`src/hdl/etc1_block_decoder_unit_macros.svh`:
```
// assertion macros for the etc1 block decoder
// expects clk_i and rst_ni in the including scope
`ifndef ETC1_BLOCK_DECODER_UNIT_MACROS_SVH
`define ETC1_BLOCK_DECODER_UNIT_MACROS_SVH

// same-cycle implication
`define ETC1_ASSERT_NOW(lbl, ante, cons, msg) \
  lbl: assert property (@(posedge clk_i) disable iff (!rst_ni) (ante) |-> (cons)) \
    else $error(msg);

// next-cycle implication
`define ETC1_ASSERT_NXT(lbl, ante, cons, msg) \
  lbl: assert property (@(posedge clk_i) disable iff (!rst_ni) (ante) |=> (cons)) \
    else $error(msg);

`endif

```
`src/hdl/etc1_pkg.sv`:
```
// shared types, constants and helper functions for the etc1 block decoder
// no dependencies
package etc1_pkg;

  localparam int unsigned ChanW         = 8;
  localparam int unsigned TexelCnt      = 16;
  localparam int unsigned TexelIdxW     = $clog2(TexelCnt);
  localparam int unsigned QueueDepthDef = 2;
  localparam int unsigned TabW          = 3;

  typedef logic [ChanW-1:0] chan_t;

  typedef struct packed {
    chan_t r;
    chan_t g;
    chan_t b;
  } rgb_t;

  typedef struct packed {
    rgb_t            col0;
    rgb_t            col1;
    logic [TabW-1:0] tab0;
    logic [TabW-1:0] tab1;
    logic            flip;
    logic [31:0]     idx_bits;
  } blk_t;

  // modifier lookup: idx[0] picks the large value, idx[1] negates it
  function automatic logic signed [8:0] mod_val(input logic [TabW-1:0] tab,
                                                input logic [1:0] idx);
    logic [7:0] small_mag;
    logic [7:0] large_mag;
    logic [8:0] mag;
    case (tab)
      3'd0: begin small_mag = 8'd2;  large_mag = 8'd8;   end
      3'd1: begin small_mag = 8'd5;  large_mag = 8'd17;  end
      3'd2: begin small_mag = 8'd9;  large_mag = 8'd29;  end
      3'd3: begin small_mag = 8'd13; large_mag = 8'd42;  end
      3'd4: begin small_mag = 8'd18; large_mag = 8'd60;  end
      3'd5: begin small_mag = 8'd24; large_mag = 8'd80;  end
      3'd6: begin small_mag = 8'd33; large_mag = 8'd106; end
      3'd7: begin small_mag = 8'd47; large_mag = 8'd183; end
      default: begin small_mag = 8'd0; large_mag = 8'd0; end
    endcase
    mag = {1'b0, (idx[0] ? large_mag : small_mag)};
    return idx[1] ? $signed(-mag) : $signed(mag);
  endfunction

  function automatic chan_t clamp8(input logic signed [9:0] v);
    if (v < 10'sd0) begin
      return '0;
    end else if (v > 10'sd255) begin
      return chan_t'(8'd255);
    end
    return v[ChanW-1:0];
  endfunction

endpackage

```
`src/hdl/etc1_block_decoder_unit.sv`:
```
// ETC1 4x4 block decoder, one texel per cycle out.
// A block is taken at a rising edge with start high and busy low, as
// word_high_i / word_low_i (the block's big-endian words).
// cfg_we_i / cfg_wdata_i write the channel-order bit (1 = blue first);
// write it only while no block is in flight.
// Each block gives sixteen texels, one per cycle on consecutive cycles, each
// marked by texel_strobe_o for one cycle; final_texel_o flags the last.
// The receiver cannot stall: every strobed texel is a transfer.
// A block passes the front decode register, the block queue, the sequencer's
// block register and the output register before its first texel shows.
// Block throughput is set by the back-end texel sequencer, which emits one
// texel a cycle and takes the next block as it works on the last texel of
// the current one. The front decode register and the block queue take
// further blocks meanwhile; busy rises only when both are full.
// Reset clears the queue, sequencer and channel-order bit; no block is in
// flight afterwards.
// depends on etc1_pkg, etc1_front, etc1_queue, etc1_back and the macro header
module etc1_block_decoder_unit #(
  parameter int unsigned QueueDepth = etc1_pkg::QueueDepthDef
) (
  input  logic        clk_i,
  input  logic        rst_ni,
  input  logic        start,
  output logic        busy,
  input  logic [31:0] word_high_i,
  input  logic [31:0] word_low_i,
  input  logic        cfg_we_i,
  input  logic        cfg_wdata_i,
  output logic        texel_strobe_o,
  output logic [1:0]  texel_col_o,
  output logic [1:0]  texel_row_o,
  output logic [7:0]  chan_first_o,
  output logic [7:0]  chan_middle_o,
  output logic [7:0]  chan_final_o,
  output logic        final_texel_o
);
  import etc1_pkg::*;

`include "etc1_block_decoder_unit_macros.svh"

  logic bgr_q, bgr_d;
  logic push_valid, push_ready;
  logic pop_valid, pop_ready;
  blk_t push_data, pop_data;

  assign bgr_d = cfg_we_i ? cfg_wdata_i : bgr_q;

  always_ff @(posedge clk_i or negedge rst_ni) begin
    if (!rst_ni) begin
      bgr_q <= 1'b0;
    end else begin
      bgr_q <= bgr_d;
    end
  end

  etc1_front u_front (
    .clk_i        (clk_i),
    .rst_ni       (rst_ni),
    .start        (start),
    .busy         (busy),
    .word_high_i  (word_high_i),
    .word_low_i   (word_low_i),
    .push_valid_o (push_valid),
    .push_ready_i (push_ready),
    .push_data_o  (push_data)
  );

  etc1_queue #(
    .Depth (QueueDepth)
  ) u_queue (
    .clk_i        (clk_i),
    .rst_ni       (rst_ni),
    .push_valid_i (push_valid),
    .push_ready_o (push_ready),
    .push_data_i  (push_data),
    .pop_valid_o  (pop_valid),
    .pop_ready_i  (pop_ready),
    .pop_data_o   (pop_data)
  );

  etc1_back u_back (
    .clk_i          (clk_i),
    .rst_ni         (rst_ni),
    .pop_valid_i    (pop_valid),
    .pop_ready_o    (pop_ready),
    .pop_data_i     (pop_data),
    .bgr_order_i    (bgr_q),
    .texel_strobe_o (texel_strobe_o),
    .texel_col_o    (texel_col_o),
    .texel_row_o    (texel_row_o),
    .chan_first_o   (chan_first_o),
    .chan_middle_o  (chan_middle_o),
    .chan_final_o   (chan_final_o),
    .final_texel_o  (final_texel_o)
  );

  `ETC1_ASSERT_NOW(a_final_has_strobe, final_texel_o, texel_strobe_o, "final flag without strobe")
  `ETC1_ASSERT_NXT(a_texels_contiguous, texel_strobe_o && !final_texel_o, texel_strobe_o, "gap inside a block")
  `ETC1_ASSERT_NOW(a_busy_means_stuck, busy, push_valid && !push_ready, "busy while queue can take")

endmodule

```
`src/hdl/etc1_front.sv`:
```
// front stage: takes a compressed block, decodes base colours and tables
// depends on etc1_pkg
module etc1_front (
  input  logic               clk_i,
  input  logic               rst_ni,
  input  logic               start,
  output logic               busy,
  input  logic [31:0]        word_high_i,
  input  logic [31:0]        word_low_i,
  output logic               push_valid_o,
  input  logic               push_ready_i,
  output etc1_pkg::blk_t     push_data_o
);
  import etc1_pkg::*;

  function automatic chan_t expand5(input logic [4:0] v);
    return {v, v[4:2]};
  endfunction

  function automatic chan_t expand4(input logic [3:0] v);
    return {v, v};
  endfunction

  function automatic logic [4:0] add_delta(input logic [4:0] base, input logic [2:0] d);
    return base + {{2{d[2]}}, d};
  endfunction

  logic  valid_q, valid_d;
  blk_t  data_q, data_d;
  blk_t  dec;
  logic  accept;

  always_comb begin
    dec.tab0     = word_high_i[7:5];
    dec.tab1     = word_high_i[4:2];
    dec.flip     = word_high_i[0];
    dec.idx_bits = word_low_i;
    if (word_high_i[1]) begin
      dec.col0.r = expand5(word_high_i[31:27]);
      dec.col0.g = expand5(word_high_i[23:19]);
      dec.col0.b = expand5(word_high_i[15:11]);
      dec.col1.r = expand5(add_delta(word_high_i[31:27], word_high_i[26:24]));
      dec.col1.g = expand5(add_delta(word_high_i[23:19], word_high_i[18:16]));
      dec.col1.b = expand5(add_delta(word_high_i[15:11], word_high_i[10:8]));
    end else begin
      dec.col0.r = expand4(word_high_i[31:28]);
      dec.col0.g = expand4(word_high_i[23:20]);
      dec.col0.b = expand4(word_high_i[15:12]);
      dec.col1.r = expand4(word_high_i[27:24]);
      dec.col1.g = expand4(word_high_i[19:16]);
      dec.col1.b = expand4(word_high_i[11:8]);
    end
  end

  assign busy   = valid_q && !push_ready_i;
  assign accept = start && !busy;

  always_comb begin
    valid_d = valid_q;
    data_d  = data_q;
    if (accept) begin
      valid_d = 1'b1;
      data_d  = dec;
    end else if (push_ready_i) begin
      valid_d = 1'b0;
    end
  end

  always_ff @(posedge clk_i or negedge rst_ni) begin
    if (!rst_ni) begin
      valid_q <= 1'b0;
    end else begin
      valid_q <= valid_d;
    end
  end

  always_ff @(posedge clk_i) begin
    data_q <= data_d;
  end

  assign push_valid_o = valid_q;
  assign push_data_o  = data_q;

endmodule

```
`src/hdl/etc1_queue.sv`:
```
// short block queue between the front and back stages
// depends on etc1_pkg
module etc1_queue #(
  parameter int unsigned Depth = etc1_pkg::QueueDepthDef
) (
  input  logic           clk_i,
  input  logic           rst_ni,
  input  logic           push_valid_i,
  output logic           push_ready_o,
  input  etc1_pkg::blk_t push_data_i,
  output logic           pop_valid_o,
  input  logic           pop_ready_i,
  output etc1_pkg::blk_t pop_data_o
);
  import etc1_pkg::*;

  localparam int unsigned PtrW = (Depth > 1) ? $clog2(Depth) : 1;
  localparam int unsigned CntW = $clog2(Depth + 1);

  blk_t            mem_q [Depth];
  logic [PtrW-1:0] wr_ptr_q, wr_ptr_d;
  logic [PtrW-1:0] rd_ptr_q, rd_ptr_d;
  logic [CntW-1:0] cnt_q, cnt_d;
  logic            push, pop;

  function automatic logic [PtrW-1:0] ptr_inc(input logic [PtrW-1:0] p);
    return (p == PtrW'(Depth - 1)) ? '0 : p + PtrW'(1);
  endfunction

  assign push_ready_o = (cnt_q != CntW'(Depth));
  assign pop_valid_o  = (cnt_q != '0);
  assign push         = push_valid_i && push_ready_o;
  assign pop          = pop_valid_o && pop_ready_i;
  assign pop_data_o   = mem_q[rd_ptr_q];

  always_comb begin
    wr_ptr_d = push ? ptr_inc(wr_ptr_q) : wr_ptr_q;
    rd_ptr_d = pop ? ptr_inc(rd_ptr_q) : rd_ptr_q;
    cnt_d    = cnt_q;
    if (push && !pop) begin
      cnt_d = cnt_q + CntW'(1);
    end else if (pop && !push) begin
      cnt_d = cnt_q - CntW'(1);
    end
  end

  always_ff @(posedge clk_i or negedge rst_ni) begin
    if (!rst_ni) begin
      wr_ptr_q <= '0;
      rd_ptr_q <= '0;
      cnt_q    <= '0;
    end else begin
      wr_ptr_q <= wr_ptr_d;
      rd_ptr_q <= rd_ptr_d;
      cnt_q    <= cnt_d;
    end
  end

  always_ff @(posedge clk_i) begin
    if (push) begin
      mem_q[wr_ptr_q] <= push_data_i;
    end
  end

endmodule

```
`src/hdl/etc1_back.sv`:
```
// back stage: walks the sixteen texels of a decoded block, one per cycle
// depends on etc1_pkg
module etc1_back (
  input  logic           clk_i,
  input  logic           rst_ni,
  input  logic           pop_valid_i,
  output logic           pop_ready_o,
  input  etc1_pkg::blk_t pop_data_i,
  input  logic           bgr_order_i,
  output logic           texel_strobe_o,
  output logic [1:0]     texel_col_o,
  output logic [1:0]     texel_row_o,
  output logic [7:0]     chan_first_o,
  output logic [7:0]     chan_middle_o,
  output logic [7:0]     chan_final_o,
  output logic           final_texel_o
);
  import etc1_pkg::*;

  localparam logic [TexelIdxW-1:0] LastCnt = TexelIdxW'(TexelCnt - 1);

  logic                 active_q, active_d;
  logic [TexelIdxW-1:0] cnt_q, cnt_d;
  blk_t                 blk_q, blk_d;
  logic                 pop;

  logic                 sub;
  logic [2:0]           pos;
  logic [1:0]           x, y;
  logic [3:0]           k;
  logic [1:0]           idx;
  logic [TabW-1:0]      tab;
  rgb_t                 base;
  logic signed [8:0]    m;
  chan_t                ch_r, ch_g, ch_b;

  logic                 strobe_q, strobe_d;
  logic [1:0]           col_q, col_d, row_q, row_d;
  chan_t                first_q, first_d, middle_q, middle_d, last_q, last_d;
  logic                 fin_q, fin_d;

  assign pop_ready_o = !active_q || (cnt_q == LastCnt);
  assign pop         = pop_valid_i && pop_ready_o;

  always_comb begin
    active_d = active_q;
    cnt_d    = cnt_q + TexelIdxW'(1);
    blk_d    = blk_q;
    if (pop) begin
      active_d = 1'b1;
      cnt_d    = '0;
      blk_d    = pop_data_i;
    end else if (pop_ready_o) begin
      active_d = 1'b0;
      cnt_d    = '0;
    end
  end

  // texel position and colour for the current count
  always_comb begin
    sub = cnt_q[3];
    pos = cnt_q[2:0];
    if (blk_q.flip) begin
      x = pos[2:1];
      y = {sub, pos[0]};
    end else begin
      x = {sub, pos[2]};
      y = pos[1:0];
    end
    k    = {x, y};
    idx  = {blk_q.idx_bits[5'd16 + {1'b0, k}], blk_q.idx_bits[{1'b0, k}]};
    tab  = sub ? blk_q.tab1 : blk_q.tab0;
    base = sub ? blk_q.col1 : blk_q.col0;
    m    = mod_val(tab, idx);
    ch_r = clamp8($signed({2'b00, base.r}) + $signed({m[8], m}));
    ch_g = clamp8($signed({2'b00, base.g}) + $signed({m[8], m}));
    ch_b = clamp8($signed({2'b00, base.b}) + $signed({m[8], m}));
  end

  always_comb begin
    strobe_d = active_q;
    col_d    = x;
    row_d    = y;
    first_d  = bgr_order_i ? ch_b : ch_r;
    middle_d = ch_g;
    last_d   = bgr_order_i ? ch_r : ch_b;
    fin_d    = active_q && (cnt_q == LastCnt);
  end

  always_ff @(posedge clk_i or negedge rst_ni) begin
    if (!rst_ni) begin
      active_q <= 1'b0;
      cnt_q    <= '0;
      strobe_q <= 1'b0;
      fin_q    <= 1'b0;
    end else begin
      active_q <= active_d;
      cnt_q    <= cnt_d;
      strobe_q <= strobe_d;
      fin_q    <= fin_d;
    end
  end

  always_ff @(posedge clk_i) begin
    blk_q    <= blk_d;
    col_q    <= col_d;
    row_q    <= row_d;
    first_q  <= first_d;
    middle_q <= middle_d;
    last_q   <= last_d;
  end

  assign texel_strobe_o = strobe_q;
  assign texel_col_o    = col_q;
  assign texel_row_o    = row_q;
  assign chan_first_o   = first_q;
  assign chan_middle_o  = middle_q;
  assign chan_final_o   = last_q;
  assign final_texel_o  = fin_q;

endmodule

```
`config.mk`:
```
export PLATFORM = sky130hd
export DESIGN_NAME = etc1_block_decoder_unit
export DESIGN_NICKNAME = d
export VERILOG_FILES = /design/src/hdl/etc1_pkg.sv /design/src/hdl/etc1_block_decoder_unit.sv /design/src/hdl/etc1_front.sv /design/src/hdl/etc1_queue.sv /design/src/hdl/etc1_back.sv
export VERILOG_INCLUDE_DIRS = /design/src /design/src/hdl
export SDC_FILE = /design/constraint.sdc
export NUM_CORES = 1
export LEC_CHECK = 0
export ABC_CLOCK_PERIOD_IN_PS = 4500
export BUFFER_PORTS_ARGS = -buffer_cell sky130_fd_sc_hd__buf_2
export CAP_MARGIN = 10
export CORE_UTILIZATION = 57
export CTS_BUF_LIST = sky130_fd_sc_hd__clkbuf_8
export CTS_CLUSTER_DIAMETER = 50
export DETAILED_ROUTE_END_ITERATION = 10
export GPL_TIMING_DRIVEN = 1
export PLACE_DENSITY_LB_ADDON = 0.05
export SYNTH_ARGS = -nofsm -noshare
export SYNTH_HDL_FRONTEND = slang
export SYNTH_SLANG_ARGS = --single-unit
export TNS_END_PERCENT = 20
```
`constraint.sdc`:
```
create_clock -name clk_i -period 4.5 [get_ports clk_i]
set_input_delay 0.45 -clock clk_i [delete_from_list [all_inputs] [get_ports clk_i]]
set_output_delay 0.45 -clock clk_i [all_outputs]
set_load 0.01 [all_outputs]
```
### Yosys cells after proc, flatten, opt, wreduce, memory -nomap -nowiden

Memories as Yosys holds them, arrays and structs flattened. A register that Yosys moved wholly into a read port is not among the register bits.
Cells that the tools add are included.

* RAM bits: 174
* memories kept: 2
* output and inout port bits: 31
* ROM bits: 112
* logic and storage cells: 106
* bits of input ports: 69
* bits in registers: 128

* equality and inequality tests: 2
* reduce and logical (&&, ||, !) cells: 17
* $lt $le $gt $ge: 8
* $add $sub $neg: 13
* multiplexer cells: 40

Memories
* u_queue.mem_q: words 2, bits a word 87, rd ports 1, clocked after memory_dff 1, wr ports 1, line etc1_queue.sv:20 `blk_t mem_q [Depth];`
* (no name shown): words 8, bits a word 14, rd ports 1, clocked after memory_dff 0, wr ports 0, line etc1_pkg.sv:34 `case (tab)`

Operators with widths (number)
* two-way mux 8 bit: 12
* two-way mux 44 bit: 1
* adder 9 x 9 -> 10 bit: 3
* > comparator 10 x 9 -> 1 bit (second input constant): 3
* < comparator 10 x 1 -> 1 bit (second input constant): 3
* two-way mux 24 bit: 1
* two-way mux 1 bit: 16
* adder 5 bit: 3
* two-way mux 9 bit: 1
* negation 8 -> 9 bit: 1
* two-way mux 2 bit: 4
* two-way mux 4 bit: 2
* nonzero test 2 bit: 4
* logical AND 1 bit: 7
* < comparator 4 x 6 -> 1 bit (second input constant): 1
* < comparator 5 x 6 -> 1 bit (second input constant): 1
* adder 5 x 4 -> 5 bit (first input constant): 1
* binary-select mux 1 bit (select 5 bit): 1
* zero test 1 bit: 5
* adder 4 x 1 -> 4 bit (second input constant): 1
* binary-select mux 1 bit (select 4 bit): 1
* equality test 4 bit (second input constant): 1
* two-way mux 3 bit: 1
* adder 1 bit (second input constant): 2
* 4 further kinds: 4

### Depth between registers and ports, before layout

* depth in word-level cells: 12
* depth in mapped cells: 24
* mapped depth without buffers: 22

### By module

A second synthesis with hierarchy kept.

* cells, all modules: 988
* area total of the unflattened synthesis: 16270.6 um^2

By module, submodules not included
* etc1_queue: area each 6548.8 um^2, cells an instance 289, times used 1, seq. area each 5325.1 um^2
* etc1_back: area each 6134.6 um^2, cells an instance 477, times used 1, seq. area each 3348.2 um^2
* etc1_front: area each 3547.2 um^2, cells an instance 220, times used 1, seq. area each 2637.5 um^2
* etc1_block_decoder_unit: area each 40.0 um^2, cells an instance 2, times used 1, seq. area each 25.0 um^2

### Least setup slack after synthesis

Ideal clock, no wire load.

* path type: register to register
* from: register u_back.cnt_q[3]
* to: register u_back.last_q[7] (netlist: u_back.chan_final_o[7])
* setup slack: -399 ps
* clock period less this slack: 4899 ps
* setup time: 132 ps
* cell stages (with the launch flop): 22
* arrival: 4767 ps
* buffers on the path: 2
* data required time: 4368 ps
* cells stage by stage: dfrtp_1 > buf_6 > mux2_2 > buf_6 > a211o_1 > a32o_2 > nor2_8 > mux2i_1 > inv_1 > ha_1 > mux2i_1 > fa_1 > inv_1 > a21oi_1 > nor2_1 > a21o_1 > a21o_1 > or2_1 > a31oi_4 > mux2_4 > nor2_4 > a22oi_1

* word-level cells in the longest chain between the ends: 12
* elaborated cells between the ends (all ways): 28
* classes of those cells: add/sub: 4; order compare: 4; mux: 19; memory: 1

RTL lines
* from (decl): line etc1_back.sv:23 `logic [TexelIdxW-1:0] cnt_q, cnt_d;`
* from (signal assigned): line etc1_back.sv:98 `cnt_q <= cnt_d;`
* two-way mux 2 bit (*): line etc1_back.sv:63 `if (blk_q.flip) begin`
* via u_back.row_d[1]: line etc1_back.sv:38 `logic [1:0] col_q, col_d, row_q, row_d;`
* binary-select mux 1 bit (select 4 bit): line etc1_back.sv:71 `idx = {blk_q.idx_bits[5'd16 + {1'b0, k}], blk_q.idx_bits[{1'b0, k}]};`
* two-way mux 1 bit (not written as such): line etc1_back.sv:71
* two-way mux 8 bit: line etc1_pkg.sv:45 `mag = {1'b0, (idx[0] ? large_mag : small_mag)};`
* negation 8 -> 9 bit: line etc1_pkg.sv:46 `return idx[1] ? $signed(-mag) : $signed(mag);`
* two-way mux 9 bit (*): line etc1_pkg.sv:46
* adder 9 x 9 -> 10 bit, on equally long branches: line etc1_back.sv:77, etc1_back.sv:75
* > comparator 10 x 9 -> 1 bit: line etc1_pkg.sv:52 `end else if (v > 10'sd255) begin`
* two-way mux 1 bit: line etc1_pkg.sv:52
* two-way mux 1 bit: line etc1_pkg.sv:50 `if (v < 10'sd0) begin`
* two-way mux 8 bit: line etc1_pkg.sv:55 `return v[ChanW-1:0];`
* two-way mux 8 bit (*): line etc1_back.sv:86 `last_d = bgr_order_i ? ch_r : ch_b;`
* via u_back.last_d[7]: line etc1_back.sv:39 `chan_t first_q, first_d, middle_q, middle_d, last_q, last_d;`
* to (signal assigned): line etc1_back.sv:110 `last_q <= last_d;`
* to (decl): line etc1_back.sv:39

Mark *: on every way through the listed nets, which the timed path passes. The rest lies on a longest branch. The select of a mux whose other input is x is not followed.
A chain may end at the register's enable or synchronous reset.

### Worst setup path in the final report

* from: register, netlist name u_back.blk_q[32]
* to: register u_back.first_q[7] (netlist: u_back.chan_first_o[7])

* word-level cells in the longest chain between the ends: 12
* elaborated cells between the ends (all ways): 25
* classes of those cells: add/sub: 4; order compare: 4; mux: 17

RTL lines
* two-way mux 2 bit: line etc1_back.sv:63
* binary-select mux 1 bit (select 4 bit): line etc1_back.sv:71
* two-way mux 1 bit (not written as such): line etc1_back.sv:71
* two-way mux 8 bit: line etc1_pkg.sv:45
* negation 8 -> 9 bit: line etc1_pkg.sv:46
* two-way mux 9 bit (*): line etc1_pkg.sv:46
* adder 9 x 9 -> 10 bit, on equally long branches: line etc1_back.sv:75, etc1_back.sv:77
* > comparator 10 x 9 -> 1 bit: line etc1_pkg.sv:52
* two-way mux 1 bit: line etc1_pkg.sv:52
* two-way mux 1 bit: line etc1_pkg.sv:50
* two-way mux 8 bit: line etc1_pkg.sv:55
* two-way mux 8 bit (*): line etc1_back.sv:84 `first_d = bgr_order_i ? ch_b : ch_r;`
* via u_back.first_d[7]: line etc1_back.sv:39
* to (signal assigned): line etc1_back.sv:108 `first_q <= first_d;`
* to (decl): line etc1_back.sv:39

Marks and branches as above.

==> reports/qor.yml <==
clk_pin_slew_ns: 0.06
worstMarginPinSlew_ns: 1.014
fin_util_pct: 70.04
clockRootBuffer: "clkbuf_8"
status: "finished with violations"
rsz0062_at_grt: "yes"
clk_path_buf_depth: 3
setup_viol: 13
clkSinkCount: 389
synth_top_family_by_area: "multiplexers"
antenna_found_initial: 0
num_antenna_cells: 0
track_usage_pct: 21.32
routed_wl_um: 29900
grt_pass1_wl_um: 47290
die_w_um: 171.1
max_freq_mhz: 219.9
async_reset_ff_share_pct: 3.342
drive_above_1_share_pct: 35.77
cpMostUsedCell: "mux2_4"
numCtsBuffers: 59
finClkSkew_ns: 0.03509
synth_area_leader_cell: "edfxtp_1"
synth-compound-area-share_pct: 6.775
rr_worst_depth: 20
synthMuxAreaShare_pct: 10.70
path_max_fanout: 8
hold_viol: 0
ys_seq_area_share_pct: 69.51
ys_top_cells_by_area: "edfxtp_1, mux2_2, dfxtp_1"
netlist_area_um2: 16310
worst_path_largest_cell_delay_ns: 0.40
fin_crit_sh_pct: 101.0
yosys_warnings: 0
min_to: "bgr_q$_DFFE_PN0P_"
cap_violations: 0
crit_chain: "mux2_4 > mux2_4 > o22ai_4 > nor2_8 > or3_4 > o21ai_2 > inv_2 > ha_4 > mux2i_4 > fa_2 > inv_2 > a21oi_4 > nor2_1 > a21o_1 > a21o_1 > or2_4 > a31oi_4 > mux2_4 > nor2_4 > a22oi_2"
drc_errors: 0
ys.flop_type: "edfxtp_1"
drt_iter0_drc: 464
synth_nets: 1118
coreArea_um2: 27930
setup_tns_ns: -0.2718
min_path_cells: 2
port_buffers: 99
hp-start: "cfg_we_i"
cts_max_level: 2
synthXorXnorAreaFrac_pct: 2.685
ant_nets: 0
hpwl_um: 19090
clock_latency_ns: 0.62
post_drt_via_cell_ratio: 5.274
initial_utilization_pct: 58.38
ys_types: 71
vias: 8907
violations: "negative setup slack"
synthAdderAreaFrac_pct: 4.005
wire_per_inst_um: 17.70
first_pass_iters: 5
hp-class: "input port to register"
maxSlewHeadroom_pct: 32.40
cts_tree: "built"
io_pins: 100
cp.required_ns: 4.96
die_h_um: 171.1
yosysTopAreaCellShare_pct: 64.08
place_congestion: 0.8229
syn_inst: 1002
timing.rr.end: "u_back.chan_first_o[7]$_DFF_P_"
rows: 61
grt_max_degree: 88
r2r_start: "u_back.blk_q[32]$_DFFE_PP_"
grt_pass1_vias: 9029
cp.arrival_ns: 5.01
slew_viol_final: 0
crit_slowest_cell: "edfxtp_1"
synth_edf_count: 348
hold-worst-slack_ns: 0.05134
nNetsFinal: 1378
dieArea_um2: 29290
grt.overflow.total: 0
finalWorstSetupSlack_ns: -0.04676
fin_crit_ns: 4.547
endpoint_kind: "register"
r2r_setup_slack_ns: -0.05
synth_simple_gate_area_share_pct: 4.458
post_synth.cell_area_avg_um2: 16.28
ys_ff_latch: 389
worstSetupStartpointType: "register"
crit_type: "register to register"
syn_to_final_growth_pct: 19.98
worst max-delay path, delay by kind of cell, from the launching register on:
family,cells,cell delay (ns)
flops,1,0.40
compound gates,7,1.13
fa+ha+maj,2,0.49
mux,4,1.33
simple gates,5,0.94
buf+inv,2,0.11
layout by cell type (no fill, tap or decap), drive strengths merged, types with 4 or more instances in the layout:
cell type / instances
nand3: 10
o22ai: 5
a221oi: 8
xnor2: 36
a31oi: 5
xor2: 11
and2: 8
dfxtp: 28
mux2: 128
dlygate4sd3: 40
mux4: 5
clkbuf: 65
clkinv: 21
o21ai: 35
buf: 188
a211oi: 4
a21oi: 32
a21o: 23
nor2: 34
edfxtp: 348
dfrtp: 13
nand2b: 16
nand2: 58
inv: 67
ha: 41
mux2i: 18
a22oi: 8
nor3: 4
fa: 6
layout make-up:
cell class	count	area, µm²
well taps	378	473.0
flip-flops and latches	389	11340
multi-input cells	540	4862
repair buffers	228	1589
clock inverters	45	241.5
inverters	44	166.4
fillers	1929	8368
clock buffers	65	894.6
cell usage after synthesis, types with 5 or more instances:
library cell and count:
a21o_1 23, a21oi_1 32, a221oi_2 8, a22oi_1 8
and2_1 7, buf_1 6, clkbuf_1 16, dfrtp_1 13
dfxtp_1 28, edfxtp_1 348, fa_1 6, ha_1 41
inv_1 44, mux2_2 125, mux2i_1 18, mux4_2 5
nand2_1 58, nand2b_1 16, nand3_1 9, nor2_1 30
o21ai_0 32, xnor2_1 35, xor2_1 10
sequential cells by signal, summed over array words and instances, names as in the netlist, 2 cells and up:
signal / count
u_back.cnt_q: 4
u_back.texel_row_o: 2
u_back.chan_middle_o: 8
u_back.texel_col_o: 2
u_queue.mem_q: 174
u_back.chan_final_o: 8
u_back.blk_q: 87
u_queue.cnt_q: 2
u_back.chan_first_o: 8
u_front.push_data_o: 87
per-layer routing:
layer	up-vias	track usage, %	part of all wire (%)
met2	199	34.43	47
met4	0	6.949	2.3
li1	4329	-	-
met1	4325	29.77	47
met3	54	3.308	3.7
met5	-	0	0
cell families after synthesis:
kind of cell               count (synthesis)
muxes                                    151
AOI/OAI and AO/OA                        147
and+or+nand+nor                          146
buffers and inverters                     73
adders and majority gates                 49
xor gates and xnor gates                  47
DFF                                      389
what timing repair did:
action                                 CTS  global route
setup buffers                           12             0
pin swaps                               29            14
resized for setup                       15            14
hold buffers                            40             0
endpoints found under the hold margin   52             0
setup endpoints to repair               24            24
worst max path at each step:
stage	start	to	slack (ns)	cells past startpoint
2_1_floorplan	u_back.blk_q[32]$_DFFE_PP_	u_back.chan_middle_o[6]$_DFF_P_	-0.009	21
3_3_place_gp	u_back.cnt_q[3]$_DFF_PN0_	u_back.chan_first_o[5]$_DFF_P_	-0.08	21
3_5_place_dp	u_back.blk_q[32]$_DFFE_PP_	u_back.chan_middle_o[6]$_DFF_P_	-0.16	20
4_1_cts	u_back.blk_q[32]$_DFFE_PP_	u_back.chan_final_o[7]$_DFF_P_	-0.03	20
5_1_grt	u_back.blk_q[32]$_DFFE_PP_	u_back.chan_first_o[1]$_DFF_P_	-0.29	20
6_report	u_back.blk_q[32]$_DFFE_PP_	u_back.chan_first_o[7]$_DFF_P_	-0.05	20
stage by stage:
step	cell area, µm²	setup slack (ns)	cells
finish	19570	-0.04676	1689
global route	19570	-0.2884	1689
CTS	19500	-0.03178	1689
detailed placement	17820	-0.1580	1527
global placement	17820	-0.08473	1527
floorplan	16370	-0.008731	1002
Power is not shown: default switching activity piles up to over one toggle a cycle in this logic, so the estimate is an artifact.
